<file path="config.mk">
export PLATFORM = sky130hd
export DESIGN_NAME = floppy_drive_command_status
export DESIGN_NICKNAME = d
export VERILOG_FILES = /design/src/hdl/fdcs_pkg.sv /design/src/hdl/floppy_drive_command_status.sv /design/src/hdl/fdcs_in_stage.sv /design/src/hdl/fdcs_drive.sv /design/src/hdl/fdcs_out_stage.sv
export SDC_FILE = /design/constraint.sdc
export NUM_CORES = 1
export LEC_CHECK = 0
export BUFFER_PORTS_ARGS = -buffer_cell sky130_fd_sc_hd__clkbuf_2
export CORE_MARGIN = 10
export CORE_UTILIZATION = 33
export DETAILED_ROUTE_END_ITERATION = 10
export PLACE_DENSITY = 0.48
export SYNTH_ARGS = -nofsm -noshare
export SYNTH_HDL_FRONTEND = slang
export SYNTH_SLANG_ARGS = --single-unit
</file>
<file path="constraint.sdc">
create_clock -name clk -period 3.2 [get_ports clk]
set_input_delay 0.32 -clock clk [delete_from_list [all_inputs] [get_ports clk]]
set_output_delay 0.32 -clock clk [all_outputs]
set_load 0.005 [all_outputs]
</file>
<file path="src/hdl/fdcs_pkg.sv">
`default_nettype none
package fdcs_pkg;

  localparam int unsigned TRACK_W = 8;
  localparam int unsigned ADDR_W  = 4;

  localparam logic [TRACK_W-1:0] TRACK_LIMIT_RST = TRACK_W'(80);

  typedef enum logic [1:0] {
    OP_CMD    = 2'd0,
    OP_STATUS = 2'd1,
    OP_INSERT = 2'd2
  } op_t;

  // command registers
  localparam logic [ADDR_W-1:0] CMD_STEP_DIR    = 4'd0;
  localparam logic [ADDR_W-1:0] CMD_STEP        = 4'd1;
  localparam logic [ADDR_W-1:0] CMD_MOTOR       = 4'd2;
  localparam logic [ADDR_W-1:0] CMD_EJECT       = 4'd3;
  localparam logic [ADDR_W-1:0] CMD_CLEAR_EJECT = 4'd4;
  localparam logic [ADDR_W-1:0] CMD_DRIVE_MODE  = 4'd5;

  // status registers
  localparam logic [ADDR_W-1:0] ST_STEP_STATUS  = 4'd0;
  localparam logic [ADDR_W-1:0] ST_MOTOR        = 4'd1;
  localparam logic [ADDR_W-1:0] ST_EJECT_LATCH  = 4'd2;
  localparam logic [ADDR_W-1:0] ST_SEL_HEAD0    = 4'd3;
  localparam logic [ADDR_W-1:0] ST_MFM_SUPPORT  = 4'd4;
  localparam logic [ADDR_W-1:0] ST_DOUBLE_SIDED = 4'd5;
  localparam logic [ADDR_W-1:0] ST_DRIVE_EXISTS = 4'd6;
  localparam logic [ADDR_W-1:0] ST_DISK_IN      = 4'd7;
  localparam logic [ADDR_W-1:0] ST_WRITE_PROT   = 4'd8;
  localparam logic [ADDR_W-1:0] ST_TRACK_ZERO   = 4'd9;
  localparam logic [ADDR_W-1:0] ST_SEL_HEAD1    = 4'd10;
  localparam logic [ADDR_W-1:0] ST_DRIVE_MODE   = 4'd11;
  localparam logic [ADDR_W-1:0] ST_SPIN_READY   = 4'd12;
  localparam logic [ADDR_W-1:0] ST_MEDIA_KIND   = 4'd13;

  typedef struct packed {
    logic [1:0]         operation;
    logic [ADDR_W-1:0]  reg_addr;
    logic               cmd_value;
    logic [TRACK_W-1:0] disk_tracks;
    logic               disk_write_protect;
    logic               disk_high_density;
    logic               disk_gcr;
  } item_t;

  typedef struct packed {
    logic status_bit;
    logic insert_rejected;
  } result_t;

  typedef struct packed {
    logic               step_inward;
    logic [TRACK_W-1:0] head_track;
    logic               motor_on;
    logic               eject_latched;
    logic               disk_present;
    logic               write_protected;
    logic               hd_media;
    logic               mfm_mode;
    logic               spin_ready;
    logic               head_select;
    logic [TRACK_W-1:0] track_limit;
  } drive_state_t;

endpackage
`default_nettype wire

</file>
<file path="src/hdl/floppy_drive_command_status.sv">
// An accepted item passes through the input register and then the result register before out_valid rises.
// Throughput: one item per cycle unless out_ready stalls; the drive state updates as an
// item enters the result register, so the next item sees it without a bubble.
// Stalls on out_ready hold the result register and back up into the input register.
// Reset: synchronous active-low rst_n clears both stages and loads drive reset state.
`default_nettype none
module floppy_drive_command_status (
  input  wire logic       clk,
  input  wire logic       rst_n,
  input  wire logic       in_valid,
  output logic            in_ready,
  input  wire logic [1:0] in_operation,
  input  wire logic [3:0] in_reg_addr,
  input  wire logic       in_cmd_value,
  input  wire logic [7:0] in_disk_tracks,
  input  wire logic       in_disk_write_protect,
  input  wire logic       in_disk_high_density,
  input  wire logic       in_disk_gcr,
  output logic            out_valid,
  input  wire logic       out_ready,
  output logic            out_status_bit,
  output logic            out_insert_rejected
);
  import fdcs_pkg::*;

  item_t   in_item, s1_item;
  result_t s1_result, out_result;
  logic    s1_valid, take, advance;

  assign in_item.operation          = in_operation;
  assign in_item.reg_addr           = in_reg_addr;
  assign in_item.cmd_value          = in_cmd_value;
  assign in_item.disk_tracks        = in_disk_tracks;
  assign in_item.disk_write_protect = in_disk_write_protect;
  assign in_item.disk_high_density  = in_disk_high_density;
  assign in_item.disk_gcr           = in_disk_gcr;

  assign advance = s1_valid && take;

  fdcs_in_stage u_in (
    .clk      (clk),
    .rst_n    (rst_n),
    .in_valid (in_valid),
    .in_ready (in_ready),
    .item     (in_item),
    .advance  (advance),
    .s1_valid (s1_valid),
    .s1_item  (s1_item)
  );

  fdcs_drive u_drive (
    .clk     (clk),
    .rst_n   (rst_n),
    .advance (advance),
    .item    (s1_item),
    .result  (s1_result)
  );

  fdcs_out_stage u_out (
    .clk        (clk),
    .rst_n      (rst_n),
    .advance    (advance),
    .take       (take),
    .result     (s1_result),
    .out_valid  (out_valid),
    .out_ready  (out_ready),
    .out_result (out_result)
  );

  assign out_status_bit      = out_result.status_bit;
  assign out_insert_rejected = out_result.insert_rejected;
endmodule
`default_nettype wire

</file>
<file path="src/hdl/fdcs_in_stage.sv">
`default_nettype none
module fdcs_in_stage (
  input  wire logic           clk,
  input  wire logic           rst_n,
  input  wire logic           in_valid,
  output logic                in_ready,
  input  wire fdcs_pkg::item_t item,
  input  wire logic           advance,
  output logic                s1_valid,
  output fdcs_pkg::item_t     s1_item
);
  import fdcs_pkg::*;

  logic  valid_r, valid_nxt;
  item_t item_r;

  assign in_ready  = !valid_r || advance;
  assign valid_nxt = (in_valid && in_ready) || (valid_r && !advance);

  always_ff @(posedge clk) begin
    if (!rst_n) begin
      valid_r <= 1'b0;
    end else begin
      valid_r <= valid_nxt;
    end
  end

  always_ff @(posedge clk) begin
    if (in_valid && in_ready) begin
      item_r <= item;
    end
  end

  assign s1_valid = valid_r;
  assign s1_item  = item_r;
endmodule
`default_nettype wire

</file>
<file path="src/hdl/fdcs_drive.sv">
`default_nettype none
module fdcs_drive (
  input  wire logic            clk,
  input  wire logic            rst_n,
  input  wire logic            advance,
  input  wire fdcs_pkg::item_t item,
  output fdcs_pkg::result_t    result
);
  import fdcs_pkg::*;

  drive_state_t state_r, state_nxt;
  logic [TRACK_W:0]   step_sum;
  logic [TRACK_W-1:0] step_track;

  // clamp the stepped track into 0..track_limit-1
  always_comb begin
    if (state_r.step_inward) begin
      step_sum = (state_r.head_track == '0) ? '0
               : {1'b0, state_r.head_track} - (TRACK_W+1)'(1);
    end else begin
      step_sum = {1'b0, state_r.head_track} + (TRACK_W+1)'(1);
    end
    if (step_sum >= {1'b0, state_r.track_limit}) begin
      step_track = (state_r.track_limit == '0) ? '0
                 : state_r.track_limit - TRACK_W'(1);
    end else begin
      step_track = step_sum[TRACK_W-1:0];
    end
  end

  always_comb begin
    state_nxt = state_r;
    result    = '0;
    case (item.operation)
      OP_CMD: begin
        case (item.reg_addr)
          CMD_STEP_DIR: state_nxt.step_inward = item.cmd_value;
          CMD_STEP: begin
            if (!item.cmd_value) state_nxt.head_track = step_track;
          end
          CMD_MOTOR: begin
            if (state_r.motor_on == item.cmd_value) begin
              state_nxt.motor_on   = !item.cmd_value;
              state_nxt.spin_ready = !item.cmd_value;
            end
          end
          CMD_EJECT: begin
            if (item.cmd_value) begin
              state_nxt.eject_latched = 1'b1;
              state_nxt.hd_media      = 1'b1;
              state_nxt.disk_present  = 1'b0;
              state_nxt.motor_on      = 1'b0;
              state_nxt.head_track    = '0;
              state_nxt.spin_ready    = 1'b0;
              state_nxt.mfm_mode      = 1'b1;
            end
          end
          CMD_CLEAR_EJECT: begin
            if (item.cmd_value) state_nxt.eject_latched = 1'b0;
          end
          CMD_DRIVE_MODE: begin
            if (state_r.mfm_mode == item.cmd_value) begin
              state_nxt.mfm_mode   = !item.cmd_value;
              state_nxt.spin_ready = 1'b1;
            end
          end
          default: ;
        endcase
      end
      OP_STATUS: begin
        case (item.reg_addr)
          ST_STEP_STATUS:  result.status_bit = 1'b1;
          ST_MOTOR:        result.status_bit = !state_r.motor_on;
          ST_EJECT_LATCH:  result.status_bit = state_r.eject_latched;
          ST_SEL_HEAD0:    state_nxt.head_select = 1'b0;
          ST_MFM_SUPPORT:  result.status_bit = 1'b1;
          ST_DOUBLE_SIDED: result.status_bit = 1'b1;
          ST_DRIVE_EXISTS: result.status_bit = 1'b0;
          ST_DISK_IN:      result.status_bit = !state_r.disk_present;
          ST_WRITE_PROT:   result.status_bit = !state_r.write_protected;
          ST_TRACK_ZERO:   result.status_bit = (state_r.head_track != '0);
          ST_SEL_HEAD1: begin
            state_nxt.head_select = 1'b1;
            result.status_bit     = 1'b1;
          end
          ST_DRIVE_MODE:   result.status_bit = state_r.mfm_mode;
          ST_SPIN_READY:   result.status_bit = !state_r.spin_ready;
          ST_MEDIA_KIND:   result.status_bit = !state_r.hd_media;
          default: ;
        endcase
      end
      OP_INSERT: begin
        if (state_r.disk_present) begin
          result.insert_rejected = 1'b1;
        end else begin
          state_nxt.track_limit     = item.disk_tracks;
          state_nxt.hd_media        = item.disk_high_density;
          state_nxt.mfm_mode        = !item.disk_gcr;
          state_nxt.write_protected = item.disk_write_protect;
          state_nxt.disk_present    = 1'b1;
        end
      end
      default: ;
    endcase
  end

  // commit state only when the item moves on to the result register
  always_ff @(posedge clk) begin
    if (!rst_n) begin
      state_r.step_inward     <= 1'b0;
      state_r.head_track      <= '0;
      state_r.motor_on        <= 1'b0;
      state_r.eject_latched   <= 1'b0;
      state_r.disk_present    <= 1'b0;
      state_r.write_protected <= 1'b0;
      state_r.hd_media        <= 1'b1;
      state_r.mfm_mode        <= 1'b1;
      state_r.spin_ready      <= 1'b0;
      state_r.head_select     <= 1'b0;
      state_r.track_limit     <= TRACK_LIMIT_RST;
    end else if (advance) begin
      state_r <= state_nxt;
    end
  end
endmodule
`default_nettype wire

</file>
<file path="src/hdl/fdcs_out_stage.sv">
`default_nettype none
module fdcs_out_stage (
  input  wire logic              clk,
  input  wire logic              rst_n,
  input  wire logic              advance,
  output logic                   take,
  input  wire fdcs_pkg::result_t result,
  output logic                   out_valid,
  input  wire logic              out_ready,
  output fdcs_pkg::result_t      out_result
);
  import fdcs_pkg::*;

  logic    valid_r, valid_nxt;
  result_t result_r;

  assign take      = !valid_r || out_ready;
  assign valid_nxt = advance || (valid_r && !out_ready);

  always_ff @(posedge clk) begin
    if (!rst_n) begin
      valid_r <= 1'b0;
    end else begin
      valid_r <= valid_nxt;
    end
  end

  always_ff @(posedge clk) begin
    if (advance) begin
      result_r <= result;
    end
  end

  assign out_valid  = valid_r;
  assign out_result = result_r;
endmodule
`default_nettype wire

</file>
Word level (Yosys, flattened, before mapping):

Cells that the tools add are included.

* add/sub/neg operators: 3
* order comparisons: 1
* equal/unequal tests: 27
* multiplexer cells: 22
* bitwise logic cells: 1
* reduce and logical (&&, ||, !) cells: 39

Operators with widths (number)
* $eq 4x4->1 const B: 6
* $mux 8: 3
* $reduce_and 5->1: 4
* $mux 9: 2
* $logic_not 8->1: 2
* $pmux 8 s2: 1
* $eq 4x3->1 const B: 3
* $ne 2x2->1 const B: 6
* $reduce_and 6->1: 2
* $logic_not 1->1: 11
* $mux 11: 1
* $add 8x1->9 const B: 1
* $ge 9x8->1: 1
* $pmux 1 s9: 1
* $sub 8x1->9 const B: 1
* $eq 4x2->1 const B: 2
* $pmux 1 s2: 4
* $reduce_bool 2->1: 4
* $reduce_bool 8->1: 1
* $sub 8x1->8 const B: 1
* $ne 3x3->1 const B: 2
* $reduce_and 3->1: 2
* $mux 1: 5
* $eq 4x1->1 const B: 1
* 17 further kinds: 26

* register bits: 46
* input bits: 22
* output and inout bits: 4

Logic depth before layout (Yosys ltp):

Gate-level depths: netlist of run 1.

* word-level depth: 7
* depth in mapped cells: 13

Hierarchy:

Synthesis of run 1 repeated with hierarchy kept, for this count alone.

* cell total of the unflattened synthesis: 315
* area, all modules: 2879.0 um^2

By module, submodules not included
* fdcs_drive: cells each 285, area each 2165.8 um^2, times used 1, seq. area each 480.5 um^2
* fdcs_in_stage: cells each 23, area each 598.1 um^2, times used 1, seq. area each 560.5 um^2
* fdcs_out_stage: cells each 6, area each 108.9 um^2, times used 1, seq. area each 80.1 um^2
* floppy_drive_command_status: cells each 1, area each 6.3 um^2, times used 1, seq. area each 0.0 um^2

Least setup slack after synthesis of run 1:

Ideal clock, no wire load.

* kind: register to register
* from: register u_drive.state_r[16] in the netlist's numbering
* to: register u_drive.state_r[18] in the netlist's numbering
* setup slack: 203 ps
* required time: 3094 ps
* data arrival time: 2891 ps
* cell stages (with the launch flop): 14
* path through: dfxtp_1 -> inv_1 -> ha_1 -> nor4b_4 -> nand2_2 -> a32o_1 -> or3_2 -> ha_1 -> nand3_1 -> nor2_1 -> a221oi_2 -> buf_2 -> nand3_1 -> o311ai_0

* cells in the longest elaborated chain, start to end: 7
* elaborated cells on any way between the ends: 9

RTL lines
* start, declared: line fdcs_drive.sv:11 `drive_state_t state_r, state_nxt;`
* start signal, assigned: line fdcs_drive.sv:122 `state_r <= state_nxt;`
* $sub 8x1->9 or $logic_not 8->1 (tied branches): line fdcs_drive.sv:19, fdcs_drive.sv:18
* $mux 9: line fdcs_drive.sv:18 `step_sum = (state_r.head_track == '0) ? '0`
* $mux 9 (*): line fdcs_drive.sv:17 `if (state_r.step_inward) begin`
* $ge 9x8->1: line fdcs_drive.sv:23 `if (step_sum >= {1'b0, state_r.track_limit}) begin`
* $mux 8 (*): line fdcs_drive.sv:23
* $mux 8 (*): line fdcs_drive.sv:39 `if (!item.cmd_value) state_nxt.head_track = step_track;`
* $pmux 8 s2 (*): line fdcs_drive.sv:36 `case (item.reg_addr)`

Every way passes the cells marked *; elsewhere a longest branch is shown, timed or not. The select of a mux whose other input is x is not followed.
A chain may end at the register's enable or synchronous reset.

Worst setup path in the final report of run 1:

* from: register u_drive.state_r[16] in the netlist's numbering
* to: register u_drive.state_r[23] in the netlist's numbering

The elaborated chain is that of the path after synthesis.

==> impl_metrics.env, run 1 <==
export IMPL_setup_viol=0
export IMPL_fp_row_count=33
export IMPL_hpwl_um=4970
export IMPL_synthTopCellsByArea="edfxtp_1, dfxtp_1, ha_1"
export IMPL_ctsRootBufferMaster="clkbuf_8"
export IMPL_netlist_area_leader_share=0.222
export IMPL_boundaryPins=26
export IMPL_fin_ws_ns=0.196
export IMPL_viasPerCell=5.17
export IMPL_nets=352
export IMPL_holdCritPathClass="in -> reg"
export IMPL_design_area_um2=3110
export IMPL_leakagePower_uw=0.00127
export IMPL_finalHoldViolations=0
export IMPL_drv_cap=0
export IMPL_cp_max_fo=6
export IMPL_cts_buffers=5
export IMPL_fmax_mhz=333
export IMPL_ys_warnings_count=0
export IMPL_syn_inst=288
export IMPL_grt_util_all_layers=0.101
export IMPL_start_kind="flip-flop"
export IMPL_clk_latency_ns=0.30
export IMPL_yosys_most_used_dff="dfxtp_1"
export IMPL_numPortBuffers=25
export IMPL_post_dp_cell_area_um2=2970
export IMPL_core_um2=8090
export IMPL_clockBufferDepth=2
export IMPL_htreeDepth=2
export IMPL_endpoint_kind="flip-flop"
export IMPL_critical_path_arrival_ns=3.20
export IMPL_fin_cells=424
export IMPL_ys_ff_latch=46
export IMPL_final_max_slew_violation_count=0
export IMPL_yosys_cell_types_count=64
export IMPL_power_density_nw_per_um2=375
export IMPL_finalCritPeriodShare=0.939
export IMPL_drt_iter0_drc=111
export IMPL_yosysMostFrequentCell="dfxtp_1"
export IMPL_ant_nets=0
export IMPL_clock_skew_final_ns=0.00713
export IMPL_dr_total_vias=2191
export IMPL_die_h_um=111
export IMPL_r2r_start="u_drive.state_r[16]"
export IMPL_synth_top_cell_by_area="edfxtp_1"
export IMPL_synthesis_area_um2=2710
export IMPL_area_delta_synth_final_pct=14.7
export IMPL_fillers=842
export IMPL_cts_sinks=46
export IMPL_synth_nets=322
export IMPL_critical_path_class="reg -> reg"
export IMPL_dp_cells=415
export IMPL_die_width_um=111
export IMPL_yosysSeqAreaShare=0.413
export IMPL_reg2reg_slack_ns=0.20
export IMPL_drive_above_1_share=0.194
export IMPL_routed_wl_um=6490
export IMPL_worstMarginPinSlew_ns=0.818
export IMPL_gp_congestion=0.817
export IMPL_hp_start="in_disk_gcr"
export IMPL_wl_per_cell_um=15.3
export IMPL_critPathRequiredTime_ns=3.39
export IMPL_ir_drop_uv=262
export IMPL_drc=0
export IMPL_crit_start="u_drive.state_r[16]"
export IMPL_clk_pin_slew_ns=0.09
export IMPL_postLayoutCoreUtil=0.384
export IMPL_gr_total_overflow=0
export IMPL_grt_first_pass_wirelength_um=10600
export IMPL_synth_edff_count=20
export IMPL_grt_antenna_before_repair=0
export IMPL_rsz0062_at_grt="no"
export IMPL_period_needed_ns=3.00
export IMPL_insertedDiodeCount=0
export IMPL_initial_core_util=0.335
export IMPL_die_area_um2=12200
export IMPL_fin_tns_setup_ns=0
export IMPL_status="completed"
export IMPL_avgSynthCellArea_um2=9.41
export IMPL_grt_pass1_vias=2100
export IMPL_cts_tree="yes"
export IMPL_dp_slack_ns=0.184
export IMPL_grt_max_degree=19
export IMPL_relSlewSlack=0.454
export IMPL_async_flop_share=0
export IMPL_firstDrtPassIters=5
export IMPL_ys_top_cells_by_count="dfxtp_1, nor2_1, nand2_1"
worst max-delay path, cell delays in order, from the launching register on:
cell,delay [ns]
dfxtp_1,0.32
inv_1,0.11
ha_4,0.15
nor4b_4,0.23
nand2_2,0.09
a32o_1,0.27
or3_2,0.46
ha_1,0.21
a21oi_2,0.13
o21ai_1,0.10
a221oi_2,0.31
buf_4,0.21
o32ai_1,0.10
a31o_2,0.23
report_power, final:
| group | total (uW) | internal [uW] | leakage, uW | switching, uW |
|---|---|---|---|---|
| combinational | 82.7 | 37.3 | 0.000818 | 45.4 |
| clock | 431 | 233 | 0.0000514 | 197 |
| sequential | 655 | 634 | 0.000405 | 20.8 |
state kept, by name, indices dropped and copies added (netlist names):
signal,cells
u_drive.state_r,24
u_in.s1_item,18
u_out.out_result,2
u_in.s1_valid,1
u_out.out_valid,1
worst paths after layout:
check	cells after the start	endpoint
setup reg to reg	13	u_drive.state_r[23]
setup / recovery	13	u_drive.state_r[23]
hold / removal	1	u_in.s1_item[0]
hold reg to reg	2	u_drive.state_r[6]
per-layer routing:
layer,global-route usage,up-vias,part of all wire
met1,0.137,1027,0.51
met4,0.0269,0,0.0095
met3,0.0184,6,0.034
met2,0.158,34,0.45
met5,0,-,0
li1,-,1124,-
through the flow:
stage	hold slack (ns)	power, uW
floorplan	0.382	718
global placement	0.439	751
detailed placement	0.452	751
CTS	0.182	1180
global route	0.185	1210
finish	0.190	1170
repair_timing:
item,4_1_cts,5_1_grt
hold endpoints to repair,0,0
setup endpoints to repair,0,2
buffers inserted,0,0
gates resized for setup,0,5
hold buffers,0,0
cell usage in the layout, fill, tap and decap left out, types with 2 or more instances in the layout:
cell and n:
nand3b_1 4, ha_1 11, o311ai_0 4, edfxtp_1 20, xnor2_1 6, nor4b_4 2
nand4b_1 2, nand2b_1 7, or3_1 2, and3_1 2, o32ai_1 3, mux2_2 2
inv_1 15, buf_4 10, o21a_1 4, a211oi_1 2, o211ai_1 2, a31o_2 3
clkbuf_8 5, dfxtp_1 26, a41o_1 3, o21ai_1 2, nor2_1 24, o21ai_0 8
nand3_1 12, nor4_1 2, clkbuf_2 25, mux2i_1 11, a21oi_1 16, nand2_1 23
nor2b_1 10, a31oi_1 3, nor3_1 7, and2_1 4, nand4_1 3
cell families (layout without fill, tap and decap cells):
kind of cell,after synthesis,after routing,share of synthesized area
simple gates,114,114,0.235
fa+ha+maj,12,12,0.0554
flops,46,46,0.413
compound gates,67,67,0.177
xor+xnor,7,7,0.0226
buf+inv,29,60,0.0480
mux,13,13,0.0489
final cells by class:
type / count / area [um^2] / share of cell area
Clock inverter: 2 / 37.5 / 0.0121
Clock buffer: 6 / 72.6 / 0.0233
Multi-Input combinational cell: 213 / 1480 / 0.475
Timing Repair Buffer: 36 / 211 / 0.0680
Sequential cell: 46 / 1120 / 0.360
Inverter: 16 / 60.1 / 0.0193
Tap cell: 105 / 131 / 0.0422
Power figures use the tool's default switching activity.
==> run 2, diff against run 1 <==
Settings changed: PLACE_DENSITY 0.48 to unset.
==> impl_metrics.env, run 2 (synthesis gave the netlist of run 1 again) <==
export IMPL_clockBufferDepth=2
export IMPL_grt_max_degree=19
export IMPL_relSlewSlack=0.479
export IMPL_numPortBuffers=25
export IMPL_top_register="u_drive.state_r"
export IMPL_finalHoldViolations=0
export IMPL_crit_start="u_drive.state_r[17]"
export IMPL_drv_cap=0
export IMPL_largest_reg_flops=24
export IMPL_insertedDiodeCount=0
export IMPL_dp_slack_ns=0.180
export IMPL_firstDrtPassIters=5
export IMPL_final_cell_mix="dfxtp_1, clkbuf_2, nor2_1"
export IMPL_viasPerCell=5.19
export IMPL_grt_util_all_layers=0.0990
export IMPL_holdCritPathClass="in -> reg"
export IMPL_area_delta_synth_final_pct=13.0
export IMPL_p_switching_uw=262
export IMPL_status="completed"
export IMPL_crit_chain="inv_1 -> ha_2 -> nor4b_4 -> nand2_2 -> a32o_1 -> or3_2 -> ha_1 -> nand3_1 -> nor2_1 -> a221oi_2 -> buf_4 -> o32ai_1 -> a31o_2"
export IMPL_r2r_start="u_drive.state_r[17]"
export IMPL_cp_max_fo=12
export IMPL_ant_nets=0
export IMPL_reg2reg_slack_ns=0.19
export IMPL_critical_path_class="reg -> reg"
export IMPL_htreeDepth=2
export IMPL_grt_antenna_before_repair=0
export IMPL_critPathSlowestCell="or3_2"
export IMPL_multiInputGateArea_um2=1460
export IMPL_period_needed_ns=3.01
export IMPL_cts_tree="yes"
export IMPL_crit_cells=13
export IMPL_clock_skew_final_ns=0.00868
export IMPL_dr_total_vias=2190
export IMPL_wl_per_cell_um=14.2
export IMPL_r2r_cells=13
export IMPL_power_uw=1110
export IMPL_r2r_end="u_drive.state_r[23]"
export IMPL_critPathMaxStageDelay_ns=0.46
export IMPL_drc=0
export IMPL_drt_iter0_drc=106
export IMPL_gr_total_overflow=0
export IMPL_endpoint_kind="flip-flop"
export IMPL_core_um2=8090
export IMPL_setup_viol=0
export IMPL_critPathRequiredTime_ns=3.40
export IMPL_fin_tns_setup_ns=0
export IMPL_critical_path_arrival_ns=3.22
export IMPL_start_kind="flip-flop"
export IMPL_leakagePower_uw=0.00126
export IMPL_postLayoutCoreUtil=0.378
export IMPL_die_width_um=111
export IMPL_worstMarginPinSlew_ns=0.781
export IMPL_final_max_slew_violation_count=0
export IMPL_cts_sinks=46
export IMPL_seqPwrFrac=0.591
export IMPL_grt_first_pass_wirelength_um=10600
export IMPL_nets=350
export IMPL_hpwl_um=4650
export IMPL_final_common_cell="dfxtp_1"
export IMPL_ir_drop_uv=319
export IMPL_die_h_um=111
export IMPL_crit_family="simple AND/OR/NAND/NOR gates"
export IMPL_switching_share=0.236
export IMPL_fin_ws_ns=0.186
export IMPL_cp_buffers_inverters=2
export IMPL_clk_latency_ns=0.30
export IMPL_cts_buffers=5
export IMPL_critPathCapture="u_drive.state_r[23]"
export IMPL_initial_core_util=0.335
export IMPL_postCtsSetupBuffers=0
export IMPL_drive_above_1_share=0.186
export IMPL_rsz0062_at_grt="no"
export IMPL_fp_row_count=33
export IMPL_clock_power_share=0.335
export IMPL_grt_pass1_vias=2216
export IMPL_dp_cells=414
export IMPL_internal_power_uw=845
export IMPL_ctsRootBufferMaster="clkbuf_8"
export IMPL_finalCritPeriodShare=0.942
export IMPL_fmax_mhz=332
export IMPL_clk_pin_slew_ns=0.09
export IMPL_seqCellArea_um2=1120
export IMPL_combPwrFrac=0.074
export IMPL_die_area_um2=12200
export IMPL_routed_wl_um=5990
export IMPL_gp_congestion=0.836
export IMPL_fillers=831
export IMPL_fin_cells=422
export IMPL_power_density_nw_per_um2=361
export IMPL_boundaryPins=26
run 2: repair_timing:
action / CTS / global route
setup endpoints to repair: 0 / 1
hold buffers: 0 / 0
resized for setup: 0 / 1
run 2: layout make-up:
type                       count  area share
multi-input combinational    213       0.478
clock buffer                   6      0.0270
clock inverter                 2     0.00408
tap                          105      0.0429
inverter                      16      0.0196
timing repair buffer          34      0.0629
sequential                    46       0.366
run 2: layer usage:
| layer | vias up | global-route usage | routed length (um) |
|---|---|---|---|
| met2 | 50 | 0.154 | 2730 |
| met1 | 998 | 0.129 | 2920 |
| met5 | - | 0 | 0 |
| li1 | 1129 | - | - |
| met4 | 0 | 0.0399 | 131 |
| met3 | 13 | 0.0222 | 215 |
run 2: power by group through the flow:
stage	registers [uW]	clock network, uW	logic, uW
2_1_floorplan	655	0	62.7
3_3_place_gp	668	0	81.6
3_5_place_dp	668	0	82.8
4_1_cts	654	382	83.3
5_1_grt	658	408	94.7
6_report	654	371	82.2
run 2: worst min path at each step:
stage                                 start                  to  cells after the start  slack [ns]
after global routing         in_reg_addr[0]    u_in.s1_item[12]                      1        0.18
final                     in_disk_tracks[5]     u_in.s1_item[8]                      1        0.19
after global placement      u_in.s1_item[7]  u_drive.state_r[4]                      2        0.44
after CTS                 in_disk_tracks[5]     u_in.s1_item[8]                      1        0.19
after floorplan                       rst_n  u_drive.state_r[4]                      1        0.38
after detailed placement    u_in.s1_item[7]  u_drive.state_r[4]                      2        0.45
run 2: metrics by stage:
step	area [um^2]	hold slack, ns
2_1_floorplan	2710	0.382
3_3_place_gp	2970	0.440
3_5_place_dp	2970	0.453
4_1_cts	3060	0.185
5_1_grt	3060	0.180
6_report	3060	0.186
run 2: worst reg2reg max path, cell delays in order, from the launching register on:
cell,delay (ns)
dfxtp_1,0.31
inv_1,0.09
ha_2,0.21
nor4b_4,0.23
nand2_2,0.09
a32o_1,0.27
or3_2,0.46
ha_1,0.29
nand3_1,0.08
nor2_1,0.05
a221oi_2,0.29
buf_4,0.22
o32ai_1,0.11
a31o_2,0.22
